$ cat config.mk
export PLATFORM = sky130hd
export DESIGN_NAME = aarm_cell
export DESIGN_NICKNAME = d
export VERILOG_FILES = /design/src/rtl/axis_angle_rotation_matrix_macros.svh /design/src/rtl/aarm_pkg.sv /design/src/rtl/aarm_cell.sv
export SDC_FILE = /design/constraint.sdc
export NUM_CORES = 1
export LEC_CHECK = 0
export BUFFER_PORTS_ARGS = -buffer_cell sky130_fd_sc_hd__buf_2
export CAP_MARGIN = 20
export CORE_MARGIN = 2
export CORE_UTILIZATION = 25
export CTS_CLUSTER_SIZE = 25
export DETAILED_ROUTE_END_ITERATION = 10
export PLACE_DENSITY = 0.53
export SYNTH_ARGS = -nofsm -noshare
export SYNTH_HDL_FRONTEND = slang
export SYNTH_SLANG_ARGS = --single-unit
$ cat constraint.sdc
create_clock -name i_clk -period 11.8 [get_ports i_clk]
set_clock_uncertainty 0.05 [all_clocks]
set_input_delay 1.18 -clock i_clk [delete_from_list [all_inputs] [get_ports i_clk]]
set_output_delay 1.18 -clock i_clk [all_outputs]
set_load 0.1 [all_outputs]
$ cat src/rtl/axis_angle_rotation_matrix_macros.svh
// Assertion macros shared by the rotation matrix RTL.
// No dependencies.
`ifndef AXIS_ANGLE_ROTATION_MATRIX_MACROS_SVH
`define AXIS_ANGLE_ROTATION_MATRIX_MACROS_SVH
// implication checked every clock outside reset
`define AARM_ASSERT_IMP(label, clk, rst_n, ante, cons) \
    label: assert property (@(posedge clk) disable iff (!rst_n) (ante) |-> (cons)) \
        else $error("assertion failed");
// implication checked in the next clock
`define AARM_ASSERT_NXT(label, clk, rst_n, ante, cons) \
    label: assert property (@(posedge clk) disable iff (!rst_n) (ante) |=> (cons)) \
        else $error("assertion failed");
`endif

$ cat src/rtl/aarm_pkg.sv
// Package for the axis-angle rotation matrix: widths, constants, CORDIC arctangent table.
// No dependencies.
`timescale 1ns / 1ps
package aarm_pkg;
    localparam int CORDIC_STEPS = 16;
    localparam int FRAC_BITS    = 14;
    localparam int TAB_LEN      = 24;
    localparam int N_STEPS      = (CORDIC_STEPS < TAB_LEN) ? CORDIC_STEPS : TAB_LEN;
    // width of a cell's step index
    localparam int STEP_W       = (N_STEPS > 1) ? $clog2(N_STEPS) : 1;
    localparam int AXIS_W       = FRAC_BITS + 2;
    localparam int OUT_W        = FRAC_BITS + 4;
    localparam int VEC_FRAC     = 30;
    localparam int VEC_W        = 33;
    localparam int ANG_W        = 26;
    localparam int TURN_IN      = 92160;
    localparam int DEG90        = 5898240;
    localparam int DEG180       = 11796480;
    localparam int DEG360       = 23592960;
    localparam int GAIN_START   = 652032874;
    localparam int SC_W         = FRAC_BITS + 3;
    localparam int PROD_W       = 2 * FRAC_BITS + 12;
    // scaled axis products and the sums are carried in this width
    localparam int SUM_W        = 2 * FRAC_BITS + 10;

    // one CORDIC cell's payload
    typedef struct packed {
        logic                    vld;
        logic                    flip;
        logic signed [ANG_W-1:0] t;
        logic signed [VEC_W-1:0] x;
        logic signed [VEC_W-1:0] y;
        logic signed [AXIS_W-1:0] ax;
        logic signed [AXIS_W-1:0] ay;
        logic signed [AXIS_W-1:0] az;
    } t_cell;

    function automatic logic signed [ANG_W-1:0] atan_at(input int idx);
        logic signed [ANG_W-1:0] tab [0:TAB_LEN-1];
        tab = '{26'sd2949120, 26'sd1740967, 26'sd919879, 26'sd466945, 26'sd234379,
                26'sd117304, 26'sd58666, 26'sd29335, 26'sd14668, 26'sd7334, 26'sd3667,
                26'sd1833, 26'sd917, 26'sd458, 26'sd229, 26'sd115, 26'sd57, 26'sd29,
                26'sd14, 26'sd7, 26'sd4, 26'sd2, 26'sd1, 26'sd0};
        return tab[idx];
    endfunction
endpackage

$ cat src/rtl/aarm_cell.sv
// One rotation-mode CORDIC cell: a single micro-rotation and a register.
// Depends on aarm_pkg; the step index arrives on a port tied to a constant.
`timescale 1ns / 1ps
module aarm_cell
    import aarm_pkg::*;
(
    input  logic              i_clk,
    input  logic              i_rst_n,
    input  logic [STEP_W-1:0] i_step,
    input  t_cell             i_cell,
    output t_cell             o_cell
);
    t_cell r_cell, n_cell;

    // rotate toward zero residual angle
    always_comb begin
        n_cell = i_cell;
        if (i_cell.t >= 0) begin
            n_cell.x = i_cell.x - (i_cell.y >>> i_step);
            n_cell.y = i_cell.y + (i_cell.x >>> i_step);
            n_cell.t = i_cell.t - atan_at(int'(i_step));
        end else begin
            n_cell.x = i_cell.x + (i_cell.y >>> i_step);
            n_cell.y = i_cell.y - (i_cell.x >>> i_step);
            n_cell.t = i_cell.t + atan_at(int'(i_step));
        end
    end

    always_ff @(posedge i_clk) begin
        r_cell <= n_cell;
        if (!i_rst_n) begin
            r_cell.vld <= 1'b0;
        end
    end

    assign o_cell = r_cell;
endmodule

==> results of run 1 <==
[routing by layer]
layer / vias to the layer above / share of wire / track usage
met2: 437 / 0.45 / 0.253
met3: 62 / 0.068 / 0.0368
li1: 5959 / - / -
met5: - / 0.0017 / 0
met4: 12 / 0.021 / 0.0607
met1: 5716 / 0.46 / 0.218
[path summary, 6_finish.rpt]
kind / endpoint / slack (ns) / depth (start not counted)
hold / removal: o_cell[22]$_DFF_P_ / 0.74 / 1
setup / recovery: o_cell[112]$_DFF_P_ / 4.38 / 19
[power by group through the flow]
stage	logic (W)	registers [W]	clock network [W]
final	0.00211	0.000677	0.000567
after global routing	0.00222	0.000693	0.000610
after CTS	0.00211	0.000683	0.000593
after detailed placement	0.00211	0.000690	0
after global placement	0.00210	0.000689	0
after floorplan	0.000641	0.00177	0
[cells in the final DEF, fill, tap and decap left out, types with 14 or more instances in the layout]
cell       instances
a211oi_1          14
a21o_1            38
a21oi_1          118
a31oi_1           23
and3_1            21
buf_2            286
clkbuf_16         17
dfxtp_1          142
ha_1              99
inv_1             47
mux2_2            29
mux2i_1           38
mux4_2            64
nand2_1          173
nand2b_1          22
nand3_1           27
nor2_1           115
nor2b_1           17
nor3_1            29
o21a_1            17
o21ai_0           94
xnor2_1           90
xor2_1            66
[cells in the mapped netlist, types with 38 or more instances]
library cell / number
a21oi_1: 118
a21o_1: 38
dfxtp_1: 142
nand2_1: 173
mux2i_1: 38
xnor2_1: 90
ha_1: 99
inv_1: 48
nor2_1: 115
mux4_2: 64
xor2_1: 66
o21ai_0: 94
[kinds of logic after synthesis]
| logic type | after synthesis | share of synthesized area |
|---|---|---|
| AND/OR/NAND/NOR | 456 | 0.164 |
| AO/OA/AOI/OAI | 385 | 0.187 |
| buffers and inverters | 123 | 0.0436 |
| multiplexers | 138 | 0.180 |
| flip-flops | 142 | 0.220 |
| XOR/XNOR | 156 | 0.106 |
| adder cells (fa/ha/maj) | 102 | 0.101 |
[stage by stage]
| stage | std cells | power (W) | util |
|---|---|---|---|
| global route | 2440 | 0.00352 | 0.303 |
| CTS | 2440 | 0.00339 | 0.303 |
| finish | 2441 | 0.00335 | 0.303 |
| detailed placement | 2408 | 0.00280 | 0.291 |
| floorplan | 1502 | 0.00241 | - |
| global placement | 2408 | 0.00279 | 0.291 |
[layout make-up]
class | instances | area (µm²)
fill | 5430 | 35700
multi-input combinational | 1237 | 9510
sequential | 142 | 2840
timing repair buffer | 299 | 1530
tap | 680 | 851
clock buffer | 19 | 443
inverter | 50 | 188
clock inverter | 13 | 154
antenna | 1 | 2.50
==> flow_metrics.py, run 1 <==
metrics = {
    "status": {
        "status": "completed",
    },
    "cts": {
        "clockBufferDepth": 2,
        "cts_inserted_buffers": 17,
        "clock-sinks": 142,
        "cts_setup_buffers": 0,
        "cts_resized": 0,
        "root_buffer": "clkbuf_16",
        "htree_num_levels": 4,
        "cts_hold_buf": 0,
        "clk_pin_slew_ns": 0.06,
        "cts_tree": "done",
    },
    "global_route": {
        "grt_pass1_wl_um": 66500,
        "antenna_found_initial": 7,
        "grt_pass1_vias": 11646,
        "grt_max_degree": 71,
        "grt_use_total": 0.162,
        "grt_overflow": 0,
    },
    "critical_path": {
        "worstPathRequired_ns": 12.11,
        "slowest_delay_ns": 0.74,
        "crit_start": "i_step[0]",
        "worstSetupPathType": "in2reg",
        "crit_family": "compound AO/OA/AOI/OAI gates",
        "critPathBufInv": 2,
        "critPathMaxFanout": 53,
        "worstPathArrival_ns": 7.73,
        "cp-end-kind": "register",
        "worstPathCellList": "buf_4 -> buf_4 -> mux4_2 -> mux2_2 -> mux2_2 -> a2111o_1 -> nor4_2 -> a41o_1 -> xor2_1 -> ha_1 -> a21oi_1 -> o21ai_0 -> a21o_1 -> a21o_1 -> o41ai_1 -> o21ai_0 -> a221oi_1 -> or4_1 -> nand3_1",
        "critPathLaunchType": "primary input",
        "slowest_stage": "buf_4",
    },
    "synthesis": {
        "synthArstFlopShare": 0,
        "synth_edf_count": 0,
        "syn_avg_cell_area_um2": 8.60,
        "synth.distinct_cells": 77,
        "ys_seq_area_frac": 0.220,
        "synth_seq_cells": 142,
        "synth_area_leader_cell": "dfxtp_1",
        "yosys-top-cells-area": "dfxtp_1 (22%), mux4_2 (11%), ha_1 (9.6%), xnor2_1 (6.1%), nand2_1 (5.0%)",
        "netlist_instances": 1502,
        "yosysTopAreaCellShare": 0.220,
        "synth_warnings": 0,
        "ys.flop_type": "dfxtp_1",
        "syn_area_um2": 12900,
        "synth_nets": 1752,
    },
    "routing": {
        "dr.pass1.iters": 5,
        "wl_per_cell_um": 18.1,
        "drc_errors": 0,
        "vias": 12186,
        "vias_per_cell": 4.99,
        "drt.antenna.violating_nets": 0,
        "wl_um": 44200,
        "drt-initial-drc-count": 843,
    },
    "timing": {
        "finalHoldViolCount": 0,
        "rsz0062_at_grt": "no",
        "slew_headroom": 0.471,
        "period_needed_ns": 7.42,
        "tns_ns": 0,
        "tightest_slew_ns": 0.794,
        "slew_viol_final": 0,
        "setup_ws_ns": 4.38,
        "setup_viol": 0,
        "finalCritPeriodShare": 0.629,
        "hold_slack_ns": 0.739,
        "max_freq_mhz": 135,
    },
    "power_and_ir_drop": {
        "p_comb_frac": 0.629,
        "power_switching_w": 0.00194,
        "p_sw_frac": 0.578,
        "peakVddDrop_v": 0.000128,
        "pwr-share-clk": 0.169,
        "powerDensity_nw_per_um2": 216,
        "p_leak_nw": 6.81,
        "seq_power_share": 0.202,
        "internal_power_w": 0.00141,
    },
    "min_path": {
        "hold_class": "in2reg",
        "hp-start": "i_cell[22]",
    },
    "finish": {
        "drive_gt1_frac": 0.253,
        "area_growth_pct": 20.2,
        "nNetsFinal": 1997,
        "largest_reg_flops": 142,
        "design_area_um2": 15500,
    },
    "floorplan": {
        "die_w_um": 231,
        "die-area_um2": 53500,
        "rows": 83,
        "core_um2": 51200,
        "io_pins": 290,
        "dieHeight_um": 231,
        "initial_core_util": 0.252,
    },
    "job": {
        "drv_cap": 0,
    },
    "placed_design": {
        "pre_cts_ws_ns": 3.94,
        "hpwl_um": 35200,
        "gp_congestion": 0.849,
        "port_buffers": 289,
        "place_area_um2": 14900,
    },
}
Power figures use the tool's default switching activity.
==> run 2: changes to the inputs <==
--- a/config.mk
+++ b/config.mk
@@ -5,6 +5,7 @@
 export SDC_FILE = /design/constraint.sdc
 export NUM_CORES = 1
 export LEC_CHECK = 0
+export ABC_AREA = 1
 export BUFFER_PORTS_ARGS = -buffer_cell sky130_fd_sc_hd__buf_2
 export CAP_MARGIN = 20
 export CORE_MARGIN = 2
==> constraint.sdc (replaced) <==
create_clock -name i_clk -period 7.2 [get_ports i_clk]
set_clock_uncertainty 0.05 [all_clocks]
set_input_delay 0.72 -clock i_clk [delete_from_list [all_inputs] [get_ports i_clk]]
set_output_delay 0.72 -clock i_clk [all_outputs]
set_load 0.1 [all_outputs]
==> run 2 against run 1 <==
Clock power is 65% higher; hold slack worse by 0.46 ns; die area is 5.1% higher; worst setup slack worse by 2.2 ns; area after synthesis is 5.2% higher; combinational power is 63% higher; critical path depth is 4 higher; wire length is 14% higher; clock-buffer cell count is 1 lower; first-iteration DRC count is 41% higher; non-clock buffer count stayed put; synthesized cell count is 49% higher.
==> flow_metrics.py, run 2 <==
metrics = {
    "finish": {
        "final_cells": 3201,
        "post-route-util": 0.302,
        "drive_gt1_frac": 0.164,
        "insertedDiodeCount": 0,
        "area_growth_pct": 19.4,
        "largest_reg_flops": 142,
        "nNetsFinal": 2742,
        "layout_common_cells": "nand2_1 (721), nand3_1 (308), buf_2 (289)",
        "final_common_cell": "nand2_1",
    },
    "timing": {
        "setup_ws_ns": 2.22,
        "max_freq_mhz": 201,
        "finalHoldViolCount": 0,
        "setup_viol": 0,
        "slew_viol_final": 0,
        "rsz0062_at_grt": "no",
        "period_needed_ns": 4.98,
        "slew_headroom": 0.348,
        "tns_ns": 0,
        "tightest_slew_ns": 0.975,
        "finalCritPeriodShare": 0.692,
    },
    "synthesis": {
        "synth.distinct_cells": 45,
        "synthXorXnorAreaFrac": 0.0896,
        "synth_simple_gate_area_share": 0.401,
        "syn_area_um2": 13600,
        "synth_area_leader_cell": "dfxtp_1",
        "synth_mux_area_frac": 0,
        "synth_compound_area_frac": 0.119,
        "synth_edf_count": 0,
        "synth_fa_ha_area_frac": 0.0956,
        "synthArstFlopShare": 0,
        "yosysTopAreaCellShare": 0.209,
        "synth_nets": 2493,
        "synth_seq_cells": 142,
        "synth_warnings": 0,
        "yosys-top-cells-area": "dfxtp_1 (21%), nand2_1 (20%), nand3_1 (11%), ha_1 (9.1%), xor2_1 (6.3%)",
        "synth_top_family_by_area": "simple AND/OR/NAND/NOR gates",
        "ys.flop_type": "dfxtp_1",
        "synth_commonest_cells": "nand2_1 (721), nand3_1 (308), nor2_1 (200)",
        "post-synth-top-count-cell": "nand2_1",
        "netlist_instances": 2243,
        "syn_avg_cell_area_um2": 6.06,
        "ys_seq_area_frac": 0.209,
    },
    "cts": {
        "clockBufferDepth": 2,
        "htree_num_levels": 4,
        "cts_tree": "done",
        "root_buffer": "clkbuf_16",
        "clk_pin_slew_ns": 0.07,
        "cts_setup_buffers": 0,
        "cts_hold_buf": 0,
        "cts_inserted_buffers": 17,
        "cts_resized": 0,
        "clock-sinks": 142,
    },
    "critical_path": {
        "critPathMaxFanout": 52,
        "cp-end-kind": "register",
        "worstPathArrival_ns": 5.29,
        "critPathBufInv": 4,
        "slowest_delay_ns": 0.74,
        "worstSetupPathType": "in2reg",
        "critPathLaunchType": "primary input",
        "worstPathRequired_ns": 7.51,
        "crit_family": "compound AO/OA/AOI/OAI gates",
        "slowest_stage": "inv_2",
        "worstPathCellList": "buf_2 -> inv_2 -> o21ai_0 -> nor2_1 -> nand2_1 -> o21ai_2 -> ha_1 -> inv_1 -> nor2_1 -> nand2_1 -> nor2_2 -> nand2_1 -> nand2_1 -> xor2_1 -> inv_1 -> ha_1 -> a21oi_1 -> o21ai_0 -> a21oi_1 -> o21ai_0 -> a21boi_0 -> o21ai_0 -> xor2_1",
    },
    "floorplan": {
        "initial_core_util": 0.252,
        "io_pins": 290,
        "rows": 85,
        "die_w_um": 237,
        "core_um2": 53800,
        "dieHeight_um": 237,
        "die-area_um2": 56200,
    },
    "global_route": {
        "grt_pass1_wl_um": 77600,
        "grt_max_degree": 75,
        "antenna_found_initial": 0,
        "grt_pass1_vias": 13988,
        "grt_overflow": 0,
        "grt_use_total": 0.179,
    },
    "placed_design": {
        "pre_cts_ws_ns": 1.73,
        "port_buffers": 289,
        "hpwl_um": 41600,
        "dp.cells": 3169,
        "gp_congestion": 0.870,
    },
    "routing": {
        "dr.pass1.iters": 7,
        "drt-initial-drc-count": 1186,
        "wl_um": 50400,
        "wl_per_cell_um": 15.7,
        "drc_errors": 0,
        "vias": 14932,
        "vias_per_cell": 4.66,
        "drt.antenna.violating_nets": 0,
    },
    "min_path": {
        "hp-start": "i_cell[10]",
        "hold_path_end": "o_cell[10]$_DFF_P_",
        "hold_class": "in2reg",
        "hold_path_depth": 1,
    },
    "power_and_ir_drop": {
        "peakVddDrop_v": 0.000307,
        "fin_total_pwr_w": 0.00546,
        "p_leak_nw": 8.34,
        "powerDensity_nw_per_um2": 336,
    },
    "job": {
        "drv_cap": 0,
    },
    "status": {
        "status": "completed",
    },
}
-- run 2: area by class of cell --
type / instances / area (µm²)
sequential: 142 / 2840
clock inverter: 14 / 161
inverter: 216 / 811
tap: 696 / 871
timing repair buffer: 299 / 1520
fill: 6172 / 37600
multi-input combinational: 1816 / 9580
clock buffer: 18 / 439
-- run 2: how the worst max path moves through the flow --
stage	from	to	slack, ns	depth (start not counted)
2_1_floorplan	i_step[0]	o_cell[136]$_DFF_P_	2.86	25
3_3_place_gp	i_step[3]	o_cell[71]$_DFF_P_	1.74	23
3_5_place_dp	i_step[3]	o_cell[71]$_DFF_P_	1.73	23
4_1_cts	i_step[3]	o_cell[71]$_DFF_P_	2.25	23
5_1_grt	i_step[3]	o_cell[71]$_DFF_P_	1.61	23
6_report	i_step[3]	o_cell[71]$_DFF_P_	2.22	23
-- run 2: cell families after synthesis --
group | count (synthesis)
AND/OR/NAND/NOR | 1300
flip-flops | 142
XOR/XNOR | 139
AO/OA/AOI/OAI | 275
buffers and inverters | 285
adder cells (fa/ha/maj) | 102
-- run 2: routing by layer --
metal  vias to the layer above  share of wire  GRT usage
met4                         0         0.0093     0.0368
met5                         -              0          0
li1                       7816              -          -
met3                        33          0.055     0.0288
met2                       424           0.43      0.273
met1                      6659           0.51      0.262
-- run 2: report_power, final --
part	switching (W)	internal [W]
Clock	0.000434	0.000503
Sequential	0.0000585	0.00103
Combinational	0.00278	0.000656
Total	0.00327	0.00219
-- run 2: per-stage QoR --
| step | hold slack [ns] | area, µm² |
|---|---|---|
| final | 0.282 | 16200 |
| after global routing | 0.248 | 16200 |
| after CTS | 0.239 | 16200 |
| after detailed placement | 0.774 | 15600 |
| after global placement | 0.773 | 15600 |
| after floorplan | 0.698 | 13600 |
==> run 3: changes to the inputs <==
--- a/config.mk
+++ b/config.mk
@@ -12,7 +12,7 @@
 export CORE_UTILIZATION = 25
 export CTS_CLUSTER_SIZE = 25
 export DETAILED_ROUTE_END_ITERATION = 10
-export PLACE_DENSITY = 0.53
+export PLACE_DENSITY = 0.54
 export SYNTH_ARGS = -nofsm -noshare
 export SYNTH_HDL_FRONTEND = slang
 export SYNTH_SLANG_ARGS = --single-unit
==> constraint.sdc (replaced) <==
create_clock -name i_clk -period 4.4 [get_ports i_clk]
set_clock_uncertainty 0.05 [all_clocks]
set_input_delay 0.44 -clock i_clk [delete_from_list [all_inputs] [get_ports i_clk]]
set_output_delay 0.44 -clock i_clk [all_outputs]
set_load 0.1 [all_outputs]
==> run 3 against run 2 <==
Power is 67% higher; global-route usage hardly changed; clock power is 59% higher; clock-buffer cell count is 1 lower; combinational power is 71% higher; flip-flop and latch count stayed put; critical endpoint is now o_cell[78]$_DFF_P_; largest cell class unchanged; highest routed layer is now met5.
==> flow_metrics.py, run 3 (synthesized netlist as in run 2, its figures left out) <==
metrics = {
    "status": {
        "status": "completed",
    },
    "timing": {
        "finalHoldViolCount": 0,
        "tightest_slew_ns": 0.872,
        "setup_viol": 0,
        "finalCritPeriodShare": 0.895,
        "slew_headroom": 0.419,
        "slew_viol_final": 0,
        "max_freq_mhz": 254,
        "period_needed_ns": 3.94,
        "rsz0062_at_grt": "no",
        "hold_slack_ns": 0.132,
    },
    "placed_design": {
        "hpwl_um": 42700,
        "port_buffers": 289,
        "place_area_um2": 16300,
        "gp_congestion": 0.908,
    },
    "min_path": {
        "hold_class": "in2reg",
    },
    "critical_path": {
        "worstPathRequired_ns": 4.75,
        "crit_top_cell": "nand2_1",
        "slowest_stage": "o2111ai_1",
        "critPathMaxFanout": 28,
        "slowest_delay_ns": 0.38,
        "critPathBufInv": 7,
        "worstPathArrival_ns": 4.29,
        "crit_family": "simple AND/OR/NAND/NOR gates",
        "cp-end-kind": "register",
        "worstSetupPathType": "in2reg",
        "critPathLaunchType": "primary input",
    },
    "routing": {
        "wl_um": 50600,
        "vias": 15311,
        "drt.antenna.violating_nets": 0,
        "drc_errors": 0,
        "vias_per_cell": 4.59,
        "dr.pass1.iters": 5,
        "wl_per_cell_um": 15.2,
        "drt-initial-drc-count": 906,
    },
    "finish": {
        "fillers": 6061,
        "layout.area.seq_um2": 2840,
        "nNetsFinal": 2871,
        "final_common_cell": "nand2_1",
        "design_area_um2": 17400,
        "post-route-util": 0.324,
        "layout_common_cells": "nand2_1 (721), nand3_1 (308), buf_2 (289)",
        "largest_reg_flops": 142,
        "multi_input_area_um2": 9580,
        "drive_gt1_frac": 0.186,
        "area_growth_pct": 28.3,
    },
    "global_route": {
        "grt_overflow": 0,
        "antenna_found_initial": 3,
        "grt_pass1_wl_um": 77800,
        "grt_use_total": 0.179,
        "grt_pass1_vias": 14366,
        "grt_max_degree": 75,
    },
    "cts": {
        "htree_num_levels": 4,
        "cts_tree": "done",
        "clockBufferDepth": 2,
        "clock-sinks": 142,
        "clk_pin_slew_ns": 0.07,
        "cts_inserted_buffers": 17,
        "cts_setup_buffers": 0,
        "root_buffer": "clkbuf_16",
    },
    "power_and_ir_drop": {
        "peakVddDrop_v": 0.000635,
        "internal_power_w": 0.00370,
        "seq_power_share": 0.195,
        "p_comb_frac": 0.642,
        "power_switching_w": 0.00541,
        "p_sw_frac": 0.593,
        "powerDensity_nw_per_um2": 523,
        "p_leak_nw": 8.97,
        "pwr-share-clk": 0.163,
    },
    "floorplan": {
        "dieHeight_um": 237,
        "rows": 85,
        "core_um2": 53800,
        "io_pins": 290,
        "die_w_um": 237,
        "die-area_um2": 56200,
        "initial_core_util": 0.252,
    },
    "job": {
        "drv_cap": 0,
    },
}
==> run 3: changes by cell type in the layout (fill, tap and decap cells not counted), sizes merged <==
cell         change
buf             +80
dlygate4sd3     +49
clkbuf           -1
bufinv           -1
inv              -3
clkinv           +5
diode            +3
==> run 3: power by group through the flow <==
| stage | sequential (W) | combinational, W | clock [W] |
|---|---|---|---|
| 6_report | 0.00178 | 0.00585 | 0.00149 |
| 5_1_grt | 0.00181 | 0.00621 | 0.00160 |
| 4_1_cts | 0.00178 | 0.00586 | 0.00156 |
| 3_5_place_dp | 0.00180 | 0.00580 | 0 |
| 3_3_place_gp | 0.00181 | 0.00582 | 0 |
| 2_1_floorplan | 0.00469 | 0.00172 | 0 |
==> run 3: layer usage <==
metal  wire length [µm]  vias up  share of wire  track usage
met5                 12        -        0.00024            0
met2              21700      396           0.43        0.277
met1              25400     6781           0.50        0.254
li1                   -     8082              -            -
met4               1150        2          0.023       0.0589
met3               2290       50          0.045       0.0251
==> run 3: worst paths after layout <==
check / start / end / slack, ns / depth (start not counted)
max: i_step[1] / o_cell[78]$_DFF_P_ / 0.46 / 28
min: i_cell[141] / o_cell[141]$_SDFF_PN0_ / 0.13 / 3
==> run 3: layout make-up <==
class / count / share of cell area
inverter: 216 / 0.0465
sequential: 142 / 0.163
timing repair buffer: 428 / 0.155
multi-input combinational: 1816 / 0.550
tap: 696 / 0.0500
clock inverter: 15 / 0.0108
antenna: 3 / 0.000431
clock buffer: 17 / 0.0244
==> run 3: tightest hold or removal path, delay by kind of cell <==
kind | cells | cell delay, ns
buffers and inverters | 2 | 0.13
and+or+nand+nor | 1 | 0.06
==> run 3: timing repair <==
item,CTS,global route
hold buffers,49,0
endpoints found under the hold margin,49,0
gates resized for setup,0,1
setup endpoints to repair,0,1
==> run 3: through the flow <==
stage | total power, W | TNS, ns | instances | worst slack [ns]
final | 0.00911 | 0 | 3333 | 0.464
after global routing | 0.00963 | 0 | 3332 | 0.0446
after CTS | 0.00920 | 0 | 3330 | 0.457
after detailed placement | 0.00760 | -0.133 | 3249 | -0.0738
after global placement | 0.00762 | -0.0403 | 3249 | -0.0214
after floorplan | 0.00641 | 0 | 2243 | 0.339
